## src/sv/signed_int_to_radix_ascii_assert.svh

```systemverilog
// ----------------------------------------------------------------------------
// Assertion macros for the signed integer to text converter
// Clocked assertion shorthands used at the end of the top level.
// ----------------------------------------------------------------------------
`ifndef SIGNED_INT_TO_RADIX_ASCII_ASSERT_SVH
`define SIGNED_INT_TO_RADIX_ASCII_ASSERT_SVH

// Consequent must hold in the same cycle as the antecedent.
`define SIRA_ASSERT_SAME(label, clk, rst_n, ante, cons, msg) \
  label: assert property (@(posedge clk) disable iff (!(rst_n)) (ante) |-> (cons)) \
    else $error(msg);

// Consequent must hold in the cycle after the antecedent.
`define SIRA_ASSERT_NEXT(label, clk, rst_n, ante, cons, msg) \
  label: assert property (@(posedge clk) disable iff (!(rst_n)) (ante) |=> (cons)) \
    else $error(msg);

`endif

```

## src/sv/sira_pkg.sv

```systemverilog
// ----------------------------------------------------------------------------
// sira_pkg
// Shared types, character codes and the digit-to-character lookup.
// ----------------------------------------------------------------------------
package sira_pkg;

  localparam int RADIX_BITS    = 6;
  localparam int DIGIT_BITS    = 6;
  localparam int CHAR_BITS     = 7;
  localparam int DIV_STEP_BITS = 8;

  localparam logic [RADIX_BITS-1:0] RADIX_MIN   = 6'd2;
  localparam logic [RADIX_BITS-1:0] RADIX_MAX   = 6'd36;
  localparam logic [RADIX_BITS-1:0] RADIX_RESET = 6'd10;

  localparam logic [DIGIT_BITS-1:0] DIGIT_MAX   = 6'd35;
  localparam logic [DIGIT_BITS-1:0] DIGIT_TEN   = 6'd10;

  localparam logic [CHAR_BITS-1:0] CHAR_MINUS   = 7'h2d;
  localparam logic [CHAR_BITS-1:0] CHAR_ZERO    = 7'h30;
  localparam logic [CHAR_BITS-1:0] CHAR_LOWER_A = 7'h61;

  typedef enum logic [2:0] {
    ST_IDLE,
    ST_DIV,
    ST_SIGN,
    ST_FETCH,
    ST_SHOW
  } sira_state_e;

  // Digits above the largest legal one read as 'z'.
  function automatic logic [CHAR_BITS-1:0] digit_char(input logic [DIGIT_BITS-1:0] d);
    logic [DIGIT_BITS-1:0] s;
    logic [CHAR_BITS-1:0]  c;
    s = (d > DIGIT_MAX) ? DIGIT_MAX : d;
    if (s < DIGIT_TEN) begin
      c = CHAR_ZERO + {1'b0, s};
    end else begin
      c = CHAR_LOWER_A + {1'b0, s - DIGIT_TEN};
    end
    return c;
  endfunction

endpackage

```

## src/sv/sira_in_if.sv

```systemverilog
// ----------------------------------------------------------------------------
// sira_in_if
// Input channel: one signed integer per item, valid/ready handshake.
// ----------------------------------------------------------------------------
interface sira_in_if #(
  parameter int VALUE_BITS = 32
);
  logic                         valid;
  logic                         ready;
  logic signed [VALUE_BITS-1:0] value;

  modport source (output valid, output value, input ready);
  modport sink   (input valid, input value, output ready);
endinterface

```

## src/sv/sira_out_if.sv

```systemverilog
// ----------------------------------------------------------------------------
// sira_out_if
// Output channel: one ASCII character per item with an end-of-text flag.
// ----------------------------------------------------------------------------
interface sira_out_if;
  logic                            valid;
  logic                            ready;
  logic [sira_pkg::CHAR_BITS-1:0]  char_code;
  logic                            last_char;

  modport source (output valid, output char_code, output last_char, input ready);
  modport sink   (input valid, input char_code, input last_char, output ready);
endinterface

```

## src/sv/sira_divider.sv

```systemverilog
// ----------------------------------------------------------------------------
// sira_divider
// Iterative unsigned divider by a small radix, several quotient bits a cycle.
// ----------------------------------------------------------------------------
module sira_divider #(
  parameter int VALUE_BITS = 32
) (
  input  logic                                clk_i,
  input  logic                                rst_ni,
  input  logic                                start_i,
  input  logic [VALUE_BITS-1:0]               dividend_i,
  input  logic [sira_pkg::RADIX_BITS-1:0]     divisor_i,
  output logic                                done_o,
  output logic [VALUE_BITS-1:0]               quotient_o,
  output logic [sira_pkg::DIGIT_BITS-1:0]     remainder_o
);

  localparam int StepBits = sira_pkg::DIV_STEP_BITS;
  localparam int Steps    = (VALUE_BITS + StepBits - 1) / StepBits;
  localparam int PadBits  = Steps * StepBits;
  localparam int CntW     = $clog2(Steps + 1);
  localparam int DigW     = sira_pkg::DIGIT_BITS;

  logic                  busy_q, busy_d;
  logic                  done_q, done_d;
  logic [CntW-1:0]       cnt_q, cnt_d;
  logic [PadBits-1:0]    work_q, work_d;
  logic [DigW-1:0]       rem_q, rem_d;
  logic [DigW-1:0]       divisor_q;

  logic [StepBits-1:0]   qbits;
  logic [DigW-1:0]       step_rem;

  // Long division on the top slice of the working word, most significant
  // bit first; the partial remainder never reaches the divisor.
  always_comb begin
    logic [DigW:0]   r;
    logic [DigW:0]   div_ext;
    r       = {1'b0, rem_q};
    div_ext = {1'b0, divisor_q};
    qbits   = '0;
    for (int i = 0; i < StepBits; i++) begin
      r = {r[DigW-1:0], work_q[PadBits-1-i]};
      if (r >= div_ext) begin
        r = r - div_ext;
        qbits[StepBits-1-i] = 1'b1;
      end
    end
    step_rem = r[DigW-1:0];
  end

  always_comb begin
    logic [PadBits+StepBits-1:0] shifted;
    shifted = {work_q, qbits};
    busy_d  = busy_q;
    done_d  = 1'b0;
    cnt_d   = cnt_q;
    work_d  = work_q;
    rem_d   = rem_q;
    if (start_i) begin
      busy_d = 1'b1;
      cnt_d  = '0;
      work_d = PadBits'(dividend_i);
      rem_d  = '0;
    end else if (busy_q) begin
      work_d = shifted[PadBits-1:0];
      rem_d  = step_rem;
      cnt_d  = cnt_q + CntW'(1);
      if (cnt_q == CntW'(Steps - 1)) begin
        busy_d = 1'b0;
        done_d = 1'b1;
      end
    end
  end

  always_ff @(posedge clk_i or negedge rst_ni) begin
    if (!rst_ni) begin
      busy_q <= 1'b0;
      done_q <= 1'b0;
      cnt_q  <= '0;
    end else begin
      busy_q <= busy_d;
      done_q <= done_d;
      cnt_q  <= cnt_d;
    end
  end

  always_ff @(posedge clk_i) begin
    work_q <= work_d;
    rem_q  <= rem_d;
    if (start_i) begin
      divisor_q <= divisor_i;
    end
  end

  assign done_o      = done_q;
  assign quotient_o  = work_q[VALUE_BITS-1:0];
  assign remainder_o = rem_q;

endmodule

```

## src/sv/signed_int_to_radix_ascii.sv

```systemverilog
// ----------------------------------------------------------------------------
// signed_int_to_radix_ascii
// Converts a signed integer to ASCII text in a programmable radix.
// ----------------------------------------------------------------------------
// The input channel takes one signed integer per item; the output channel
// returns its text one character per item, most significant digit first,
// with a leading '-' for negative values and last_char set on the final one.
// The radix register is written through cfg_we_i/cfg_wdata_i; the user must
// write it only while the block is idle; the block itself does not enforce
// this. Values below 2 act as 2 and values above 36 act as 36. Digits come
// from a shared divider that resolves eight quotient bits a cycle. Each
// character is then read from the digit memory and presented; a minus sign,
// if any, is presented first.
// Only one item is in flight: in_i.ready is high only when idle.
// A stalled receiver simply holds the current character; no state is lost.
// Reset returns the sequencer to idle and the radix to ten; the digit memory
// needs no clearing since every entry read was written by the same item.
// ----------------------------------------------------------------------------
`include "signed_int_to_radix_ascii_assert.svh"

module signed_int_to_radix_ascii #(
  parameter int VALUE_BITS = 32
) (
  input  logic                             clk_i,
  input  logic                             rst_ni,
  sira_in_if.sink                          in_i,
  sira_out_if.source                       out_o,
  input  logic                             cfg_we_i,
  input  logic [sira_pkg::RADIX_BITS-1:0]  cfg_wdata_i
);

  localparam int CntW = $clog2(VALUE_BITS + 1);
  localparam int IdxW = $clog2(VALUE_BITS);
  localparam int DigW = sira_pkg::DIGIT_BITS;

  sira_pkg::sira_state_e             state_q, state_d;
  logic [sira_pkg::RADIX_BITS-1:0]   radix_q;
  logic [sira_pkg::RADIX_BITS-1:0]   radix_eff;
  logic                              neg_q, neg_d;
  logic [CntW-1:0]                   cnt_q, cnt_d;

  logic [DigW-1:0]                   digit_mem [VALUE_BITS];
  logic [DigW-1:0]                   rd_data_q;
  logic [IdxW-1:0]                   rd_addr;
  logic [IdxW-1:0]                   wr_addr;
  logic                              mem_we;

  logic                              div_start;
  logic [VALUE_BITS-1:0]             div_dividend;
  logic                              div_done;
  logic [VALUE_BITS-1:0]             div_quot;
  logic [DigW-1:0]                   div_rem;

  logic [VALUE_BITS-1:0]             in_bits;
  logic [VALUE_BITS-1:0]             magnitude;
  logic                              in_fire;
  logic                              out_fire;

  // Radix register
  always_ff @(posedge clk_i or negedge rst_ni) begin
    if (!rst_ni) begin
      radix_q <= sira_pkg::RADIX_RESET;
    end else if (cfg_we_i) begin
      radix_q <= cfg_wdata_i;
    end
  end

  assign radix_eff = (radix_q < sira_pkg::RADIX_MIN) ? sira_pkg::RADIX_MIN :
                     (radix_q > sira_pkg::RADIX_MAX) ? sira_pkg::RADIX_MAX : radix_q;

  // Two's complement negation in the value width is exact even for the most
  // negative value, whose magnitude is the sign bit alone.
  assign in_bits   = in_i.value;
  assign magnitude = in_bits[VALUE_BITS-1] ? (~in_bits + VALUE_BITS'(1)) : in_bits;

  assign in_fire   = in_i.valid && in_i.ready;
  assign out_fire  = out_o.valid && out_o.ready;

  assign div_dividend = (state_q == sira_pkg::ST_IDLE) ? magnitude : div_quot;

  sira_divider #(
    .VALUE_BITS (VALUE_BITS)
  ) u_divider (
    .clk_i       (clk_i),
    .rst_ni      (rst_ni),
    .start_i     (div_start),
    .dividend_i  (div_dividend),
    .divisor_i   (radix_eff),
    .done_o      (div_done),
    .quotient_o  (div_quot),
    .remainder_o (div_rem)
  );

  // Sequencer: divide down to zero, then replay the digits in reverse.
  always_comb begin
    state_d   = state_q;
    neg_d     = neg_q;
    cnt_d     = cnt_q;
    div_start = 1'b0;
    mem_we    = 1'b0;
    case (state_q)
      sira_pkg::ST_IDLE: begin
        if (in_fire) begin
          neg_d     = in_bits[VALUE_BITS-1];
          cnt_d     = '0;
          div_start = 1'b1;
          state_d   = sira_pkg::ST_DIV;
        end
      end
      sira_pkg::ST_DIV: begin
        if (div_done) begin
          mem_we = 1'b1;
          cnt_d  = cnt_q + CntW'(1);
          if (div_quot == '0) begin
            state_d = neg_q ? sira_pkg::ST_SIGN : sira_pkg::ST_FETCH;
          end else begin
            div_start = 1'b1;
          end
        end
      end
      sira_pkg::ST_SIGN: begin
        if (out_fire) begin
          state_d = sira_pkg::ST_FETCH;
        end
      end
      sira_pkg::ST_FETCH: begin
        state_d = sira_pkg::ST_SHOW;
      end
      sira_pkg::ST_SHOW: begin
        if (out_fire) begin
          cnt_d = cnt_q - CntW'(1);
          if (cnt_q == CntW'(1)) begin
            state_d = sira_pkg::ST_IDLE;
          end else begin
            state_d = sira_pkg::ST_FETCH;
          end
        end
      end
      default: begin
        state_d = sira_pkg::ST_IDLE;
      end
    endcase
  end

  always_ff @(posedge clk_i or negedge rst_ni) begin
    if (!rst_ni) begin
      state_q <= sira_pkg::ST_IDLE;
      neg_q   <= 1'b0;
      cnt_q   <= '0;
    end else begin
      state_q <= state_d;
      neg_q   <= neg_d;
      cnt_q   <= cnt_d;
    end
  end

  // Digit memory: least significant digit at address zero.
  assign wr_addr = cnt_q[IdxW-1:0];
  assign rd_addr = IdxW'(cnt_q - CntW'(1));

  always_ff @(posedge clk_i) begin
    if (mem_we) begin
      digit_mem[wr_addr] <= div_rem;
    end
  end

  always_ff @(posedge clk_i) begin
    rd_data_q <= digit_mem[rd_addr];
  end

  assign in_i.ready      = (state_q == sira_pkg::ST_IDLE);
  assign out_o.valid     = (state_q == sira_pkg::ST_SIGN) || (state_q == sira_pkg::ST_SHOW);
  assign out_o.char_code = (state_q == sira_pkg::ST_SIGN) ? sira_pkg::CHAR_MINUS :
                           sira_pkg::digit_char(rd_data_q);
  assign out_o.last_char = (state_q == sira_pkg::ST_SHOW) && (cnt_q == CntW'(1));

  // Checks
  `SIRA_ASSERT_SAME(a_no_overlap, clk_i, rst_ni, in_i.ready, !out_o.valid,
                    "input accepted while a character is still pending")
  `SIRA_ASSERT_NEXT(a_last_frees, clk_i, rst_ni, out_fire && out_o.last_char, in_i.ready,
                    "block not ready after the final character of an item")
  `SIRA_ASSERT_SAME(a_digits_held, clk_i, rst_ni,
                    (state_q == sira_pkg::ST_SIGN) || (state_q == sira_pkg::ST_SHOW),
                    cnt_q != '0, "emitting with no stored digits")

endmodule

```

## src/flat_wrapper.sv

```systemverilog
// flat-port wrapper written by rule: the top's interface ports become plain ports
module signed_int_to_radix_ascii_flat 
#(
  parameter int VALUE_BITS = 32
)
  (clk_i, rst_ni, cfg_we_i, cfg_wdata_i, in_i_valid, in_i_value, in_i_ready, out_o_valid, out_o_char_code, out_o_last_char, out_o_ready);
  sira_in_if #(.VALUE_BITS(VALUE_BITS)) in_i_i ();
  sira_out_if out_o_i ();
  input  logic clk_i;
  input  logic rst_ni;
  input  logic cfg_we_i;
  input  logic [sira_pkg::RADIX_BITS-1:0] cfg_wdata_i;
  input wire logic [$bits(in_i_i.valid)-1:0] in_i_valid;
  input wire logic [$bits(in_i_i.value)-1:0] in_i_value;
  output wire logic [$bits(in_i_i.ready)-1:0] in_i_ready;
  output wire logic [$bits(out_o_i.valid)-1:0] out_o_valid;
  output wire logic [$bits(out_o_i.char_code)-1:0] out_o_char_code;
  output wire logic [$bits(out_o_i.last_char)-1:0] out_o_last_char;
  input wire logic [$bits(out_o_i.ready)-1:0] out_o_ready;
  assign in_i_i.valid = in_i_valid;
  assign in_i_i.value = in_i_value;
  assign in_i_ready = in_i_i.ready;
  assign out_o_valid = out_o_i.valid;
  assign out_o_char_code = out_o_i.char_code;
  assign out_o_last_char = out_o_i.last_char;
  assign out_o_i.ready = out_o_ready;
  signed_int_to_radix_ascii #(.VALUE_BITS(VALUE_BITS)) u_core (.clk_i(clk_i), .rst_ni(rst_ni), .in_i(in_i_i), .out_o(out_o_i), .cfg_we_i(cfg_we_i), .cfg_wdata_i(cfg_wdata_i));
endmodule
```

## config.mk

```make
export PLATFORM = sky130hd
export DESIGN_NAME = signed_int_to_radix_ascii_flat
export DESIGN_NICKNAME = d
export VERILOG_FILES = /design/src/sv/sira_pkg.sv /design/src/sv/sira_in_if.sv /design/src/sv/sira_out_if.sv /design/src/sv/sira_divider.sv /design/src/sv/signed_int_to_radix_ascii.sv /design/src/flat_wrapper.sv
export VERILOG_INCLUDE_DIRS = /design/src /design/src/sv
export SDC_FILE = /design/constraint.sdc
export NUM_CORES = 1
export LEC_CHECK = 0
export BUFFER_PORTS_ARGS = -buffer_cell sky130_fd_sc_hd__buf_2
export CAP_MARGIN = 5
export CELL_PAD_IN_SITES_DETAIL_PLACEMENT = 0
export CELL_PAD_IN_SITES_GLOBAL_PLACEMENT = 1
export CORE_ASPECT_RATIO = 0.6
export CORE_MARGIN = 2
export CORE_UTILIZATION = 56
export DETAILED_ROUTE_END_ITERATION = 12
export PLACE_DENSITY_LB_ADDON = 0.1
export SYNTH_ARGS = -nofsm -noshare
export SYNTH_HDL_FRONTEND = slang
export SYNTH_SLANG_ARGS = --single-unit
```

## constraint.sdc

```tcl
create_clock -name clk_i -period 30.4 [get_ports clk_i]
set_input_delay 0 -clock clk_i [delete_from_list [all_inputs] [get_ports clk_i]]
set_output_delay 0 -clock clk_i [all_outputs]
set_load 0.03 [all_outputs]
```

==> results.md, run 1 <==
* Max stage delay cell, worst path: a21oi_1
* 1st-iter DRT viols at between 1000 and 1500
* Hold Vio Cnt, Final at 18
* Hold Path Class: input port to async pin
* Post-synth EDFFs at 230
* Cell area after synthesis at approximately 14000 um^2
* Die Area at ~27000 um^2
* FMAX at around 52 MHz
* Max incr delay on CP at a little over 0.7 ns
* Avg Inst Size Synth at 12.70 um^2
* Final core occ at about 65%
* # DRC at 0
* Global-route wire length before repair at 55100 um
* Nets at between 1000 and 1500
* Drt pass-1 iters at 5
* Synth Flop Type: edfxtp_1
* Ratio of cells with drive above 1 in the final layout at a little under a fifth
* ANT nets after route at 0
* WL final at between 30000 and 40000 um
* Global placer's final weighted congestion at about 0.9
* Via Count at between 9000 and 10000
* Failing checks: hold timing
* Delay-heaviest family, CP: compound AO/OA/AOI/OAI gates
* Number of vias per cell at 6.283
* WL/cell at 22.77 um
* Global route total overflow at 0
* CTS max path bufs at 3
* CTS clk-pin slew, worst paths at ~0.070 ns
* Post-DP HPWL at around 25000 um
* Max Transition Viols Final at 0
* Largest net degree at the start of global routing at 56
* Critical path startpoint category: register
* CP Buf/Inv Count at 5
* Arr. time, crit path at 19.69 ns
* CTS H-tree lvls at 1
* Minimum clock period at around 19 ns
* Mapped Cells at 1139
* TritonCTS Buffers at 26
* Post-synthesis sequential area ratio at between 50% and 60%
* Worst path required time at ~31 ns
* CTS tree: yes
* Layout area overhead at 13.04%
* Yosys cell types at approximately 90
* Count of yosys warnings during synthesis at 0
* Hold slack at -0.02068 ns
* Unrepaired setup endpoints after global routing: no
* Root buf cell: clkbuf_16
* Headroom to the max-slew limit at a little under a third
* Post-CTS Resized at 0
* Crit Path Category: register to register
* Antenna Cells at 0
* Row Count at 45
* Max-Cap Viols at 0
* Most common cell on crit path: a21o_1
* Post-CTS setup buffers at 0
* Post-synthesis async set-or-reset flop share at 7.985%
* Clk sinks at ~260
* Io pins at between 50 and 60
* Yosys reg bits at between 200 and 300
* GRT Total Usage at between 20 and 30%
* Setup TNS Final at 0 ns
* Die height at 128.5 um
* Clock Latency Late Sink at 0.54 ns
* Crit. End Element: register
* Core Area at 25340 um^2
* Critical path peak fanout at 17
* Initial antenna violation count at 3
* Buffers added on ports at between 50 and 60
* Syn nets at about 1200
* # setup viols final at 0
* Actual slew at the worst max-slew pin at 1.045 ns
* Clock skew at approximately 0.020 ns
* Vias in the first global route at a little over 9000
* Initial core utilization at around 57%
* Die Width at between 200 and 250 um
* Final period util at between 60% and 70%
* Status: complete, but fails checks
-- stage by stage --
stage | setup WS, ns | std cells | hold WS (ns) | cell area [um^2]
global route | 9.763 | 1578 | 0.01767 | 16360
global placement | 12.06 | 1487 | 0.01007 | 15070
finish | 11.14 | 1578 | -0.02068 | 16360
CTS | 11.44 | 1578 | 0.004153 | 16360
detailed placement | 11.51 | 1487 | 0.01341 | 15070
floorplan | 14.02 | 1139 | -0.2956 | 14470
-- layout make-up --
type / instances / area (um^2)
clock buffer: 35 / 715.7
clock inverter: 13 / 137.6
fill: 1918 / 8980
inverter: 48 / 180.2
multi-input combinational: 782 / 6445
sequential: 263 / 7679
tap: 329 / 411.6
timing repair buffer: 108 / 788.3
-- per-layer routing --
metal,track usage [%],wire length (um),share of wire (%),up-vias
li1,-,-,-,4570
met1,46.32,17860,50,4843
met2,34.77,13680,38,477
met3,7.200,4104,11,24
met4,3.397,293,0.82,0
met5,0,0,0,-
-- Yosys cell counts, drive strengths merged (7+ instances only) --
library cell / count / area [um^2]
edfxtp: 230 / 6907
nor2: 98 / 375.4
nand2: 70 / 267.8
o21ai: 69 / 345.3
mux4: 60 / 1351
ha: 58 / 725.7
a21oi: 56 / 287.8
inv: 48 / 180.2
clkbuf: 39 / 147.6
xor2: 36 / 315.3
mux2: 26 / 292.8
xnor2: 25 / 219.0
nor3: 22 / 110.1
nor2b: 20 / 132.6
a21o: 19 / 142.6
dfrtp: 19 / 475.5
mux2i: 16 / 163.9
a31oi: 15 / 93.84
o31ai: 14 / 105.1
dfxtp: 12 / 240.2
nand2b: 11 / 68.82
o21a: 11 / 82.58
or3: 11 / 68.82
nand3: 10 / 50.05
and2: 9 / 57.56
nor4: 9 / 62.56
or4: 9 / 71.32
fa: 8 / 160.2
buf: 7 / 36.28
-- registers in the layout, indices dropped and copies added (netlist names) --
name / flops
u_core.cnt_q: 6
u_core.digit_mem: 192
u_core.neg_q: 1
u_core.radix_q: 6
u_core.rd_data_q: 6
u_core.state_q: 3
u_core.u_divider.busy_q: 1
u_core.u_divider.cnt_q: 3
u_core.u_divider.divisor_q: 6
u_core.u_divider.done_o: 1
u_core.u_divider.quotient_o: 32
u_core.u_divider.remainder_o: 6
-- path summary, 6_finish.rpt --
| kind | from | endpoint | slack, ns | depth (start not counted) |
|---|---|---|---|---|
| worst max-delay path | u_core.u_divider.divisor_q[1] | u_core.u_divider.remainder_o[0] | 11.14 | 74 |
| worst min register to register | u_core.neg_q | u_core.neg_q | 0.51 | 1 |
| worst min-delay path | rst_ni | u_core.state_q[2] | -0.02 | 2 |
| min in group clk_i | in_i_value[3] | u_core.u_divider.quotient_o[3] | 0.07 | 4 |
| max in group asynchronous | rst_ni | u_core.cnt_q[0] | 30.01 | 2 |
| worst max register to register | u_core.u_divider.divisor_q[1] | u_core.u_divider.remainder_o[0] | 11.14 | 74 |
-- layout by cell type (no fill, tap or decap), types with 5 or more instances in the layout --
cell,netlist,routed
or2_2,5,5
clkbuf_16,0,27
nand4_1,5,5
ha_1,58,57
nand2_1,68,68
edfxtp_1,230,230
buf_2,2,52
nor3_1,22,22
nor4_1,8,8
dlygate4sd3_1,0,43
or4_1,8,8
clkbuf_1,38,7
dfrtp_1,19,18
a31oi_1,15,15
a21o_1,19,19
o21ai_0,67,67
mux4_2,60,60
buf_4,0,13
or3_1,11,11
mux2_2,25,25
nand3b_1,6,6
nor2_1,97,97
nor2b_1,19,19
and2_1,8,8
nand3_1,10,10
o31ai_1,14,14
xnor2_1,25,24
o31a_1,5,5
a21oi_1,54,54
fa_1,8,8
a221o_1,5,5
xor2_1,36,36
nand2b_1,11,11
dfxtp_1,12,12
o21a_1,11,11
inv_1,47,47
mux2i_1,15,15
-- kinds of logic (layout without fill, tap and decap cells) --
kind of cell | after synthesis | in the layout | synth area share [%]
muxes | 102 | 102 | 12.49
xor gates and xnor gates | 61 | 61 | 3.692
DFF | 263 | 263 | 53.04
AOI/OAI and AO/OA | 249 | 249 | 11.56
adders and majority gates | 67 | 67 | 6.191
buffers and inverters | 94 | 204 | 2.516
and+or+nand+nor | 303 | 303 | 10.51
-- what timing repair did --
action | 4_1_cts | 5_1_grt
hold endpoints to repair | 58 | 0
setup endpoints to repair | 0 | 0
hold buffers | 43 | 0
Power of run 1 is left out: the tool's default activity adds up to more than one toggle a clock period on the data nets, which glitch-free logic cannot reach.
==> run 2, diff against run 1 <==
CORE_UTILIZATION = 52   (was 56)
clock period = 19.1 ns   (was 30.4 ns; I/O delays follow)
==> run 2 against run 1 <==
Effect of this change: the run now ends clean; hold slack better by 0.11 ns; maximum frequency grew 7.5%; via count down 0.22%; non-clock buffer count rose by 8; die area increased by 7.5%; global-route usage down 1.7 points; highest routed layer unchanged; sequential cell count unchanged; sequential share of layout area decreased by 0.25 points; largest cell class unchanged; first-iteration DRC count shrank 21%; count of clock-buffer cells in the layout is 2 lower.
==> results.md, run 2 (synthesized netlist as in run 1, its figures left out) <==
* Status: finished, final reports clean
* RR Endpoint: u_core.u_divider.remainder_o[4]
* Setup TNS Final at 0 ns (unchanged)
* Buffers added on ports at 52 (unchanged)
* Largest net degree at the start of global routing at 60 (+7.1%)
* Via Count at 9892 (-0.22%)
* Hold Crit Depth at 4
* TritonCTS Buffers at 24 (-7.7%)
* Initial core utilization at 52.69% (-4.4 points)
* Root buf cell: clkbuf_16
* Hold Path End: u_core.u_divider.quotient_o[4]
* Hold Path Class: input port to register
* CTS H-tree lvls at 1 (unchanged)
* Max stage delay cell, worst path: or4_4
* Global placer's final weighted congestion at 0.9049 (-1.1%)
* Ratio of cells with drive above 1 in the final layout at 18.83% (+0.74 points)
* Unrepaired setup endpoints after global routing: no
* Core Area at 27460 um^2 (+8.4%)
* Largest reg by FF count: u_core.digit_mem
* Most common cell on crit path: a21o_1
* Most frequent cells in the layout: edfxtp_1, nor2_1, o21ai_0, nand2_1, mux4_2
* Headroom to the max-slew limit at 24.02% (-6.3 points)
* Max FFs per register at 192 (unchanged)
* CTS tree: yes
* Drt pass-1 iters at 7 (+2)
* Arr. time, crit path at 18.32 ns (-1.37 ns)
* ANT nets after route at 0 (unchanged)
* Layout area overhead at 13.65%
* Crit Path Category: register to register
* FMAX at 55.83 MHz (+7.5%)
* Worst reg2reg setup slack at 1.19 ns (-9.95 ns)
* Post-Place Cells at 1530 (+2.9%)
* Vias in the first global route at 9300 (+0.93%)
* Max incr delay on CP at 0.52 ns (-0.19 ns)
* # setup viols final at 0 (unchanged)
* Die height at 133.2 um (+3.7%)
* Hold Vio Cnt, Final at 0 (-18)
* Post-CTS setup buffers at 0 (unchanged)
* # DRC at 0 (unchanged)
* Worst path required time at 19.51 ns (-11.32 ns)
* Number of vias per cell at 6.102 (-2.9%)
* Die Area at 29220 um^2 (+7.5%)
* CTS clk-pin slew, worst paths at 0.07 ns (about the same)
* WL final at 36370 um (+1.2%)
* Critical path startpoint category: register
* CTS max path bufs at 3 (unchanged)
* Row Count at 47 (+4.4%)
* R2R cell count at 74 (unchanged)
* Initial antenna violation count at 0 (-3)
* Reg-to-Reg Start: u_core.u_divider.divisor_q[1]
* Register area at 7679 um^2 (unchanged)
* Die Width at 219.4 um (+3.7%)
* Multi-input gate area at 6472 um^2 (+0.43%)
* Clock Latency Late Sink at 0.54 ns (about the same)
* Layout Cells excl Fill at 1621 (+2.7%)
* Clock skew at 0.02420 ns (+0.004671 ns)
* Crit. End Element: register
* Max Transition Viols Final at 0 (unchanged)
* Post-DP HPWL at 25450 um (+1.9%)
* Global route total overflow at 0 (unchanged)
* WL/cell at 22.43 um (-1.5%)
* 1st-iter DRT viols at 921 (-21%)
* GRT Total Usage at 25.47% (-1.7 points)
* Actual slew at the worst max-slew pin at 1.134 ns (+0.08895 ns)
* Io pins at 53 (unchanged)
* Clk sinks at 263 (unchanged)
* Final period util at 93.78% (+30 points)
* Worst Hold Launch: in_i_value[4]
* Critical path peak fanout at 17 (unchanged)
* Most common cell after layout, fill and taps aside: edfxtp_1
* Fill cell total of the finished layout at 2148 (+12%)
* Nets at 1344 (+0.45%)
* Global-route wire length before repair at 55700 um (+1.1%)
* Max-Cap Viols at 0 (unchanged)
* Minimum clock period at 17.91 ns (-1.350 ns)
==> run 2: changes by cell type in the layout (fill, tap and decap cells not counted), sizes merged <==
| cell | change |
|---|---|
| dlygate4sd3 | +3 |
| buf | +5 |
| clkinv | +2 |
| clkbuf | -2 |
| diode | +1 |
| bufinv | -2 |
| clkinvlp | -1 |
| inv | -1 |
==> run 2: worst max-delay path: cells and delay by family (launching register included) <==
family                     cells  cell delay, ns
AOI/OAI and AO/OA             40            9.64
buffers and inverters          5            0.72
muxes                          3            1.14
and+or+nand+nor               18            3.53
DFF                            1            0.40
adders and majority gates      8            2.30
==> run 2: repair_timing <==
item	in CTS	in global routing
endpoints found under the hold margin	59	0
hold buffers	46	0
gates resized for setup	0	6
endpoints found under the setup margin	0	7
==> run 2: worst max path at each step <==
stage                     cells past startpoint                     startpoint                              end
final                                        74  u_core.u_divider.divisor_q[1]  u_core.u_divider.remainder_o[4]
after global placement                       75  u_core.u_divider.divisor_q[1]  u_core.u_divider.remainder_o[4]
after CTS                                    73  u_core.u_divider.divisor_q[1]  u_core.u_divider.remainder_o[4]
after floorplan                              78  u_core.u_divider.divisor_q[1]  u_core.u_divider.remainder_o[0]
after global routing                         74  u_core.u_divider.divisor_q[1]  u_core.u_divider.remainder_o[4]
after detailed placement                     73  u_core.u_divider.divisor_q[1]  u_core.u_divider.remainder_o[4]
==> run 2: metrics by stage <==
stage	setup WS [ns]	cell area [um^2]	utilization (%)	hold slack, ns
CTS	0.9246	16410	59.76	0.04996
global route	0.08233	16440	59.88	0.1085
floorplan	2.717	14470	-	-0.2956
finish	1.188	16450	59.88	0.08578
global placement	1.466	15160	55.20	-0.004398
detailed placement	0.9743	15160	55.20	-0.01190
==> run 2: metal layers <==
| layer | GRT usage (%) | share of wire (%) | vias to the layer above |
|---|---|---|---|
| met5 | 0 | 0 | - |
| met4 | 3.529 | 1.1 | 0 |
| met3 | 7.671 | 11 | 37 |
| met2 | 31.76 | 37 | 373 |
| met1 | 43.38 | 51 | 4907 |
| li1 | - | - | 4575 |
==> run 2: cell type report <==
cell class / count / area share [%]
Inverter: 48 / 1.118
Sequential cell: 263 / 46.69
Clock inverter: 11 / 0.3271
Multi-Input combinational cell: 782 / 39.36
Antenna cell: 1 / 0.01522
Timing Repair Buffer: 116 / 5.204
Clock buffer: 33 / 4.496
Tap cell: 367 / 2.792
Power of run 2 is left out for the same reason.
